**config.mk**
```make
export PLATFORM = sky130hd
export DESIGN_NAME = h264_start_code_nal_extractor
export DESIGN_NICKNAME = d
export VERILOG_FILES = /design/src/hdl/h264sc_pkg.sv /design/src/hdl/h264_start_code_nal_extractor.sv
export SDC_FILE = /design/constraint.sdc
export NUM_CORES = 1
export LEC_CHECK = 0
export BUFFER_PORTS_ARGS = -buffer_cell sky130_fd_sc_hd__buf_4
export CAP_MARGIN = 10
export CELL_PAD_IN_SITES_DETAIL_PLACEMENT = 1
export CELL_PAD_IN_SITES_GLOBAL_PLACEMENT = 1
export CORE_AREA = 2 2 144 132
export DETAILED_ROUTE_END_ITERATION = 7
export DIE_AREA = 0 0 146 134
export HOLD_SLACK_MARGIN = 0.15
export PLACE_DENSITY = 0.89
export SKIP_CTS_REPAIR_TIMING = 1
export SLEW_MARGIN = 10
export SYNTH_ARGS = -nofsm -noshare
export SYNTH_HDL_FRONTEND = slang
export SYNTH_SLANG_ARGS = --single-unit
```
**constraint.sdc**
```tcl
create_clock -name clk -period 7.9 [get_ports clk]
set_input_delay 0.395 -clock clk [delete_from_list [all_inputs] [get_ports clk]]
set_output_delay 0.395 -clock clk [all_outputs]
set_load 0.05 [all_outputs]
```
**src/hdl/h264sc_pkg.sv**
```systemverilog
// Shared constants and types for the H.264 Annex B start-code NAL extractor.
// Depends on nothing; imported by the top-level module, the checker and the testbench.
`default_nettype none

package h264sc_pkg;

  // Field widths fixed by the result format.
  localparam int BYTE_W  = 8;
  localparam int MAXP_W  = 21;
  localparam int TRUNC_W = 24;

  // Default width of the per-unit byte counter.
  localparam int COUNT_WIDTH_DEF = 24;

  // Byte that completes a start code after two or more zero bytes.
  localparam logic [BYTE_W-1:0] START_BYTE = 8'h01;

  // Reset value of the payload limit register.
  localparam logic [MAXP_W-1:0] MAXP_RESET = 21'd65536;

  // Saturation value of the truncated count.
  localparam logic [TRUNC_W-1:0] TRUNC_MAX = 24'hFF_FFFF;

  // Result kinds.
  localparam logic KIND_PAYLOAD = 1'b0;
  localparam logic KIND_SUMMARY = 1'b1;

  // Work decoded from one input byte, carried out one step per cycle unless the output stalls:
  // an optional summary of the old unit, payload attempts, a closing summary.
  typedef struct packed {
    logic              pre_sum;   // summary of the unit that a start code closes
    logic              clr;       // a new unit begins: count starts from zero
    logic [2:0]        npay;      // payload attempts still to make
    logic [BYTE_W-1:0] obyte;     // final payload byte (zero for held zeros)
    logic              post_sum;  // summary at end of buffer
  } op_t;

endpackage

`default_nettype wire

```
**src/hdl/h264_start_code_nal_extractor.sv**
```systemverilog
// Top level of the H.264 Annex B start-code NAL extractor.
// Depends on h264sc_pkg for widths, constants and the step record type.
`default_nettype none

// One byte of the stream is taken per request on the input channel. Bytes
// before the first start code are dropped; after a start code the NAL payload
// comes out one byte per result, followed by a summary result with the
// emitted and truncated byte counts when the next start code or the end of the
// buffer closes the unit. Each input byte is decoded as it is accepted into a
// short list of steps, and one step is carried out per clock unless the output
// stalls, so the block sustains one byte per clock on ordinary payload. A byte
// that releases held zero bytes or ends a buffer causes up to five results and
// then occupies the step sequencer with one step per result (suppressed payload
// bytes also take a step each), which holds off the next input request until
// its last step is carried out. A registered output stage lets a new byte be
// accepted while a result waits to be taken. The user must write max_payload_bytes
// through cfg_write/cfg_data only while idle; the block does not enforce this.
module h264_start_code_nal_extractor
  import h264sc_pkg::*;
#(
  parameter int COUNT_WIDTH = COUNT_WIDTH_DEF
) (
  input  wire logic               clk,
  input  wire logic               rst,
  // Configuration
  input  wire logic               cfg_write,
  input  wire logic [MAXP_W-1:0]  cfg_data,
  // Input channel
  input  wire logic               in_valid,
  output      logic               in_stall,
  input  wire logic [BYTE_W-1:0]  data_byte,
  input  wire logic               end_of_buffer,
  // Output channel
  output      logic               out_valid,
  input  wire logic               out_stall,
  output      logic               kind,
  output      logic [BYTE_W-1:0]  payload_byte,
  output      logic [MAXP_W-1:0]  emitted_count,
  output      logic [TRUNC_W-1:0] truncated_count,
  output      logic               last
);

  localparam int CMP_W = (COUNT_WIDTH > MAXP_W) ? COUNT_WIDTH : MAXP_W;
  localparam int TR_W  = (CMP_W > TRUNC_W) ? CMP_W : TRUNC_W;
  localparam logic [COUNT_WIDTH-1:0] COUNT_MAX = {COUNT_WIDTH{1'b1}};

  // Registers
  logic [MAXP_W-1:0]      max_payload_bytes;
  logic [1:0]             held_count;
  logic                   inside_unit;
  logic [COUNT_WIDTH-1:0] unit_byte_count;
  logic                   op_valid;
  op_t                    op;

  // Decode of the incoming byte
  logic       in_accept;
  logic       is_zero;
  logic       is_start;
  logic [1:0] held_after;
  logic       inside_after;
  logic [2:0] npay_byte;
  logic [1:0] held_next;
  logic       inside_next;
  op_t        op_next;

  // Step execution
  logic                   step_pre;
  logic                   step_pay;
  logic                   step_post;
  logic                   step_last;
  logic                   step_fire;
  logic                   step_emit;
  logic                   out_free;
  logic [COUNT_WIDTH-1:0] eff;
  logic [COUNT_WIDTH-1:0] eff_inc;
  logic [CMP_W-1:0]       eff_ext;
  logic [CMP_W-1:0]       inc_ext;
  logic [CMP_W-1:0]       max_ext;
  logic                   pay_ok;
  logic                   next_ok;
  logic [MAXP_W-1:0]      sum_em;
  logic [CMP_W-1:0]       tr_full;
  logic [TR_W-1:0]        tr_wide;
  logic [TRUNC_W-1:0]     sum_tr;
  logic [COUNT_WIDTH-1:0] count_next;
  logic                   res_kind;
  logic [BYTE_W-1:0]      res_byte;
  logic                   res_last;

  // Configuration register.
  always_ff @(posedge clk) begin
    if (rst) begin
      max_payload_bytes <= MAXP_RESET;
    end else if (cfg_write) begin
      max_payload_bytes <= cfg_data;
    end
  end

  // Decode one byte against the held zeros. The window only ever holds zero
  // bytes, so a count of held bytes is all the state it needs.
  always_comb begin
    is_zero  = (data_byte == '0);
    is_start = (data_byte == START_BYTE) && (held_count >= 2'd2);

    if (is_start) begin
      held_after = 2'd0;
    end else if (is_zero) begin
      held_after = (held_count == 2'd3) ? 2'd3 : held_count + 2'd1;
    end else begin
      held_after = 2'd0;
    end
    inside_after = inside_unit | is_start;

    // Payload attempts caused by the byte itself.
    if (is_start || !inside_unit) begin
      npay_byte = 3'd0;
    end else if (is_zero) begin
      npay_byte = (held_count == 2'd3) ? 3'd1 : 3'd0;
    end else begin
      npay_byte = {1'b0, held_count} + 3'd1;
    end

    op_next.pre_sum = is_start && inside_unit;
    op_next.clr     = is_start;
    op_next.obyte   = (!is_start && !is_zero && inside_unit) ? data_byte : '0;
    if (end_of_buffer && inside_after) begin
      op_next.npay     = npay_byte + {1'b0, held_after};
      op_next.post_sum = 1'b1;
    end else begin
      op_next.npay     = npay_byte;
      op_next.post_sum = 1'b0;
    end

    held_next   = end_of_buffer ? 2'd0 : held_after;
    inside_next = end_of_buffer ? 1'b0 : inside_after;
  end

  // Current step of the sequencer and the result it makes.
  always_comb begin
    step_pre  = op.pre_sum;
    step_pay  = !op.pre_sum && (op.npay != 3'd0);
    step_post = !op.pre_sum && (op.npay == 3'd0) && op.post_sum;

    if (step_pre) begin
      step_last = !op.post_sum && (op.npay == 3'd0);
    end else if (step_pay) begin
      step_last = (op.npay == 3'd1) && !op.post_sum;
    end else begin
      step_last = 1'b1;
    end

    // The summary of the closing unit still sees its own count.
    eff     = (op.clr && !op.pre_sum) ? '0 : unit_byte_count;
    eff_inc = (eff == COUNT_MAX) ? eff : eff + COUNT_WIDTH'(1);
    eff_ext = CMP_W'(eff);
    inc_ext = CMP_W'(eff_inc);
    max_ext = CMP_W'(max_payload_bytes);
    pay_ok  = (eff_ext < max_ext);
    next_ok = (inc_ext < max_ext);

    // Summary counts: emitted is min(count, limit); the rest is truncated.
    sum_em  = pay_ok ? eff_ext[MAXP_W-1:0] : max_payload_bytes;
    tr_full = eff_ext - CMP_W'(sum_em);
    tr_wide = TR_W'(tr_full);
    sum_tr  = (tr_wide > TR_W'(TRUNC_MAX)) ? TRUNC_MAX : tr_wide[TRUNC_W-1:0];

    step_emit = op_valid && (step_pre || step_post || (step_pay && pay_ok));
    out_free  = !out_valid || !out_stall;
    step_fire = op_valid && (!step_emit || out_free);

    if (step_pre) begin
      count_next = '0;
    end else if (step_pay) begin
      count_next = eff_inc;
    end else begin
      count_next = eff;
    end

    res_kind = step_pay ? KIND_PAYLOAD : KIND_SUMMARY;
    res_byte = (step_pay && (op.npay == 3'd1)) ? op.obyte : '0;
    // A payload is the final result once no later payload can pass the limit.
    res_last = step_last || (step_pay && !op.post_sum && !next_ok);

    in_stall  = op_valid && !(step_fire && step_last);
    in_accept = in_valid && !in_stall;
  end

  // Window and unit state, updated as each request is accepted.
  always_ff @(posedge clk) begin
    if (rst) begin
      held_count  <= 2'd0;
      inside_unit <= 1'b0;
    end else if (in_accept) begin
      held_count  <= held_next;
      inside_unit <= inside_next;
    end
  end

  // Step sequencer and the running byte count of the unit.
  always_ff @(posedge clk) begin
    if (rst) begin
      op_valid        <= 1'b0;
      unit_byte_count <= '0;
    end else begin
      if (step_fire) begin
        unit_byte_count <= count_next;
      end
      if (in_accept) begin
        op_valid <= 1'b1;
      end else if (step_fire && step_last) begin
        op_valid <= 1'b0;
      end
    end
  end

  always_ff @(posedge clk) begin
    if (in_accept) begin
      op <= op_next;
    end else if (step_fire) begin
      op.clr <= 1'b0;
      if (step_pre) begin
        op.pre_sum <= 1'b0;
      end else if (step_pay) begin
        op.npay <= op.npay - 3'd1;
      end else begin
        op.post_sum <= 1'b0;
      end
    end
  end

  // Output register.
  always_ff @(posedge clk) begin
    if (rst) begin
      out_valid <= 1'b0;
    end else if (out_free) begin
      out_valid <= step_fire && step_emit;
    end
  end

  always_ff @(posedge clk) begin
    if (out_free && step_fire && step_emit) begin
      kind            <= res_kind;
      payload_byte    <= res_byte;
      emitted_count   <= step_pay ? '0 : sum_em;
      truncated_count <= step_pay ? '0 : sum_tr;
      last            <= res_last;
    end
  end

endmodule

`default_nettype wire

```
==> summary.txt <==
Status
  • Status: finished clean

Clock tree
  • Clock buffer count from CTS: 17
  • CTS Sinks: 119
  • Clock insertion delay at the later pin of the skew report: 0.43 ns
  • Depth of the CTS H-tree: 4
  • CTS root buf: sky130_fd_sc_hd__clkbuf_16
  • Maximum clock insertion buffer count: 2
  • Clock transition at the registers of the reported paths: 0.06 ns
  • Clock tree from TritonCTS: done

Timing
  • Final cycle utilization of the critical path: 89.4%
  • Count of final setup violators: 0
  • WHS: 0.194 ns
  • Setup repair after global routing missed its margin: false
  • Setup TNS Final: 0 ns
  • Final-report hold violation count: 0
  • Time the final worst path needs with I/O delays and setup: 7.06 ns
  • Slew Limit Fails: 0
  • Skew final: 0.0119 ns
  • Rel. slew slack: 20.1%
  • F_max: 0.142 GHz
  • Least-Margin Pin Slew: 1.20 ns

Critical path
  • Maximum cell stage delay along the critical path: 0.97 ns
  • Worst endpoint required time: 8.06 ns
  • Crit-path cells: nand2b_1 -> nand2_1 -> inv_1 -> ha_1 -> o21ai_0 -> o21bai_1 -> a31oi_2 -> o211a_1 -> buf_4 -> mux2_1 -> ha_1 -> fa_1 -> nor2b_1 -> o31a_1 -> o31a_1 -> o21ai_0 -> a21oi_1 -> o21a_1 -> o211ai_1
  • End of the worst register-to-register path: truncated_count[12]$_SDFFCE_PP0P_
  • Depth of the worst register-to-register path: 19
  • FF-to-FF setup slack: 0.84 ns
  • Nature of the critical path startpoint: flop
  • Kind of critical path: flop to flop
  • Slowest-stage cell, CP: sky130_fd_sc_hd__nand2b_1
  • Arrival time at the worst endpoint: 7.23 ns
  • Critical register-to-register path startpoint: step_pre$_SDFFCE_PN0P_
  • Largest fanout of any net on the critical path: 31
  • Family with the most delay on the worst path: compound AO/OA/AOI/OAI gates
  • Buffers plus inverters on the worst setup path: 2
  • Critical path capture point type: flop

Worst hold path
  • Hold_sp: end_of_buffer
  • Worst min-delay path category: input port to flop
  • Worst hold path endpoint: inside_unit$_SDFFE_PP0P_
  • Cell depth of the worst hold path: 2

Synth
  • Post-synthesis register bit count: 119
  • Mean Syn Cell Area: 9.61 um2
  • Fraction of registers with async set or reset after synthesis: 0%
  • Cell types occupying the most area after synthesis: sky130_fd_sc_hd__edfxtp_1 (25%), sky130_fd_sc_hd__dfxtp_1 (12%), sky130_fd_sc_hd__ha_1 (11%), sky130_fd_sc_hd__mux2i_1 (5.4%), sky130_fd_sc_hd__nor2_1 (3.8%)
  • Number of instances in the synthesized netlist: 852
  • Post-synthesis net count: 959
  • Most common flop cell mapped by yosys: sky130_fd_sc_hd__edfxtp_1
  • Area fraction of the dominant cell type after synthesis: 25.3%
  • Synthesis warning total: 0
  • Largest area contributor in the netlist: sky130_fd_sc_hd__edfxtp_1
  • Post-synth EDFFs: 69
  • Sequential-to-total area share from yosys stat: 37.5%
  • Most numerous cell types in the synthesized netlist: sky130_fd_sc_hd__nor2_1 (82), sky130_fd_sc_hd__ha_1 (70), sky130_fd_sc_hd__edfxtp_1 (69)
  • Netlist cell types: 87
  • Leading cell type by number of instances after synthesis: sky130_fd_sc_hd__nor2_1
  • Combined area of all synthesized cells: 0.00818 mm2

Floorplan
  • Starting utilization of the core area: 45.2%
  • Overall die area: 0.0196 mm2
  • Die outline width: 146 um
  • Placeable core area: 0.0181 mm2
  • Number of primary I/O pins: 92
  • Floorplan row count: 47
  • Vert. Die Dim: 134 um

Global routing
  • Wire length of the first global-routing pass: 42.9 mm
  • Number of global-route vias before repair: 7743
  • Gr ovfl total: 0
  • Overall global routing resource usage: 27.9%
  • Initial antenna violation count: 0
  • Largest net degree at the start of global routing: 56

Detailed routing
  • DRC violations left: 0
  • Total number of vias: 7473
  • Detailed router's first-iteration violation count: 630
  • Wire length after detailed routing: 27.3 mm
  • Via/cell ratio: 6.29
  • Antenna-violating nets left: 0
  • Detailed-routing iteration count for the pre-antenna-repair pass: 6
  • Average detailed-routed wire length per instance: 23.0 um

Placement
  • Placed cell area: 0.00905 mm2
  • Half-perimeter wire length after detailed placement: 19.0 mm
  • Number of input and output port buffers inserted: 91
  • Gp weighted congestion: 0.912

Cells and area
  • Layout cells sized above 1: 16.0%
  • Synth-to-layout area growth: 17.4%
  • Inserted Diodes: 0
  • Layout Nets: 1037
  • Final cell area excluding filler cells: 0.00961 mm2
  • Final design utilization: 53.1%

Power
  • Worst-case vdd ir drop: 0.104 mV
  • Total power per unit cell area: 210 mW/mm2
  • Static power due to leakage: 4.17 nW
  • Final Total Pwr: 2.02 mW

Flow run
  • Maxcap violations: 0
[layout by cell type (no fill, tap or decap), types with 5 or more instances in the layout]
cell type,count
sky130_fd_sc_hd__clkbuf_16,17
sky130_fd_sc_hd__a21o_1,17
sky130_fd_sc_hd__o21a_1,10
sky130_fd_sc_hd__a31oi_1,8
sky130_fd_sc_hd__xor2_1,12
sky130_fd_sc_hd__nor2_1,81
sky130_fd_sc_hd__nand4_1,14
sky130_fd_sc_hd__o21ai_1,6
sky130_fd_sc_hd__nor3_1,15
sky130_fd_sc_hd__nor2b_1,13
sky130_fd_sc_hd__o211ai_1,10
sky130_fd_sc_hd__a211oi_1,13
sky130_fd_sc_hd__a22o_1,8
sky130_fd_sc_hd__nand3_1,19
sky130_fd_sc_hd__xnor2_1,18
sky130_fd_sc_hd__o21ai_0,23
sky130_fd_sc_hd__dfxtp_1,50
sky130_fd_sc_hd__a21oi_1,30
sky130_fd_sc_hd__nand2_1,54
sky130_fd_sc_hd__mux2i_1,44
sky130_fd_sc_hd__edfxtp_1,69
sky130_fd_sc_hd__and2_1,34
sky130_fd_sc_hd__buf_4,98
sky130_fd_sc_hd__or3_1,6
sky130_fd_sc_hd__ha_1,70
sky130_fd_sc_hd__and4_1,5
sky130_fd_sc_hd__and3_1,19
sky130_fd_sc_hd__o2111ai_1,7
sky130_fd_sc_hd__inv_1,47
sky130_fd_sc_hd__nand2b_1,8
[cells by family after synthesis]
family	Yosys count	synth area share, %
AO/OA/AOI/OAI	200	19.0
buffers and inverters	89	4.54
adder cells (fa/ha/maj)	72	11.2
flip-flops	119	37.5
XOR/XNOR	30	3.21
multiplexers	45	5.52
AND/OR/NAND/NOR	297	19.0
[report_power, final]
part           total [mW]  switching (mW)  internal, mW
Sequential          0.761          0.0346         0.726
Clock               0.756           0.289         0.468
Combinational       0.502           0.355         0.147
Total                2.02           0.678          1.34
[cell type report]
class,instances,area [um2]
clock buffers,22,454
clock inverters,10,105
fillers,2084,8500
inverters,50,188
multi-input cells,644,4750
flip-flops and latches,119,3070
well taps,245,307
repair buffers,98,736
[stage by stage]
step	setup WS, ns	std cells
2_1_floorplan	2.36	852
3_3_place_gp	1.42	1156
5_1_grt	0.522	1188
3_5_place_dp	1.19	1156
4_1_cts	0.975	1188
6_report	0.838	1188
[registers in the layout, indices dropped and copies added, names as in the netlist, 2 cells and up]
signal / count
max_payload_bytes: 21
unit_byte_count: 24
op: 13
emitted_count: 21
held_count: 2
truncated_count: 24
payload_byte: 8
[worst register-to-register path: cells and delay by family, from the launching register on]
kind            cells  cell delay, ns
mux                 1            0.36
simple gates        3            1.62
buf+inv             2            0.54
fa+ha+maj           3            0.89
flops               1            0.65
compound gates     10            2.71
[layer usage]
| metal | GRT usage [%] | up-vias | routed length, um |
|---|---|---|---|
| met2 | 48.7 | 389 | 13500 |
| met3 | 5.31 | 92 | 2170 |
| met1 | 33.9 | 3660 | 10600 |
| met5 | 0 | - | 0 |
| met4 | 11.9 | 0 | 1040 |
| li1 | - | 3332 | - |
[worst max-delay path by stage]
stage	from	endpoint	depth (start not counted)
after floorplan	op[12]$_SDFFCE_PN0P_	truncated_count[23]$_SDFFCE_PP0P_	25
after global placement	step_pre$_SDFFCE_PN0P_	truncated_count[23]$_SDFFCE_PP0P_	19
after detailed placement	step_pre$_SDFFCE_PN0P_	truncated_count[23]$_SDFFCE_PP0P_	19
after CTS	step_pre$_SDFFCE_PN0P_	truncated_count[12]$_SDFFCE_PP0P_	19
after global routing	step_pre$_SDFFCE_PN0P_	truncated_count[12]$_SDFFCE_PP0P_	20
final	step_pre$_SDFFCE_PN0P_	truncated_count[12]$_SDFFCE_PP0P_	19
No activity file was read; power rests on OpenSTA's default activity.
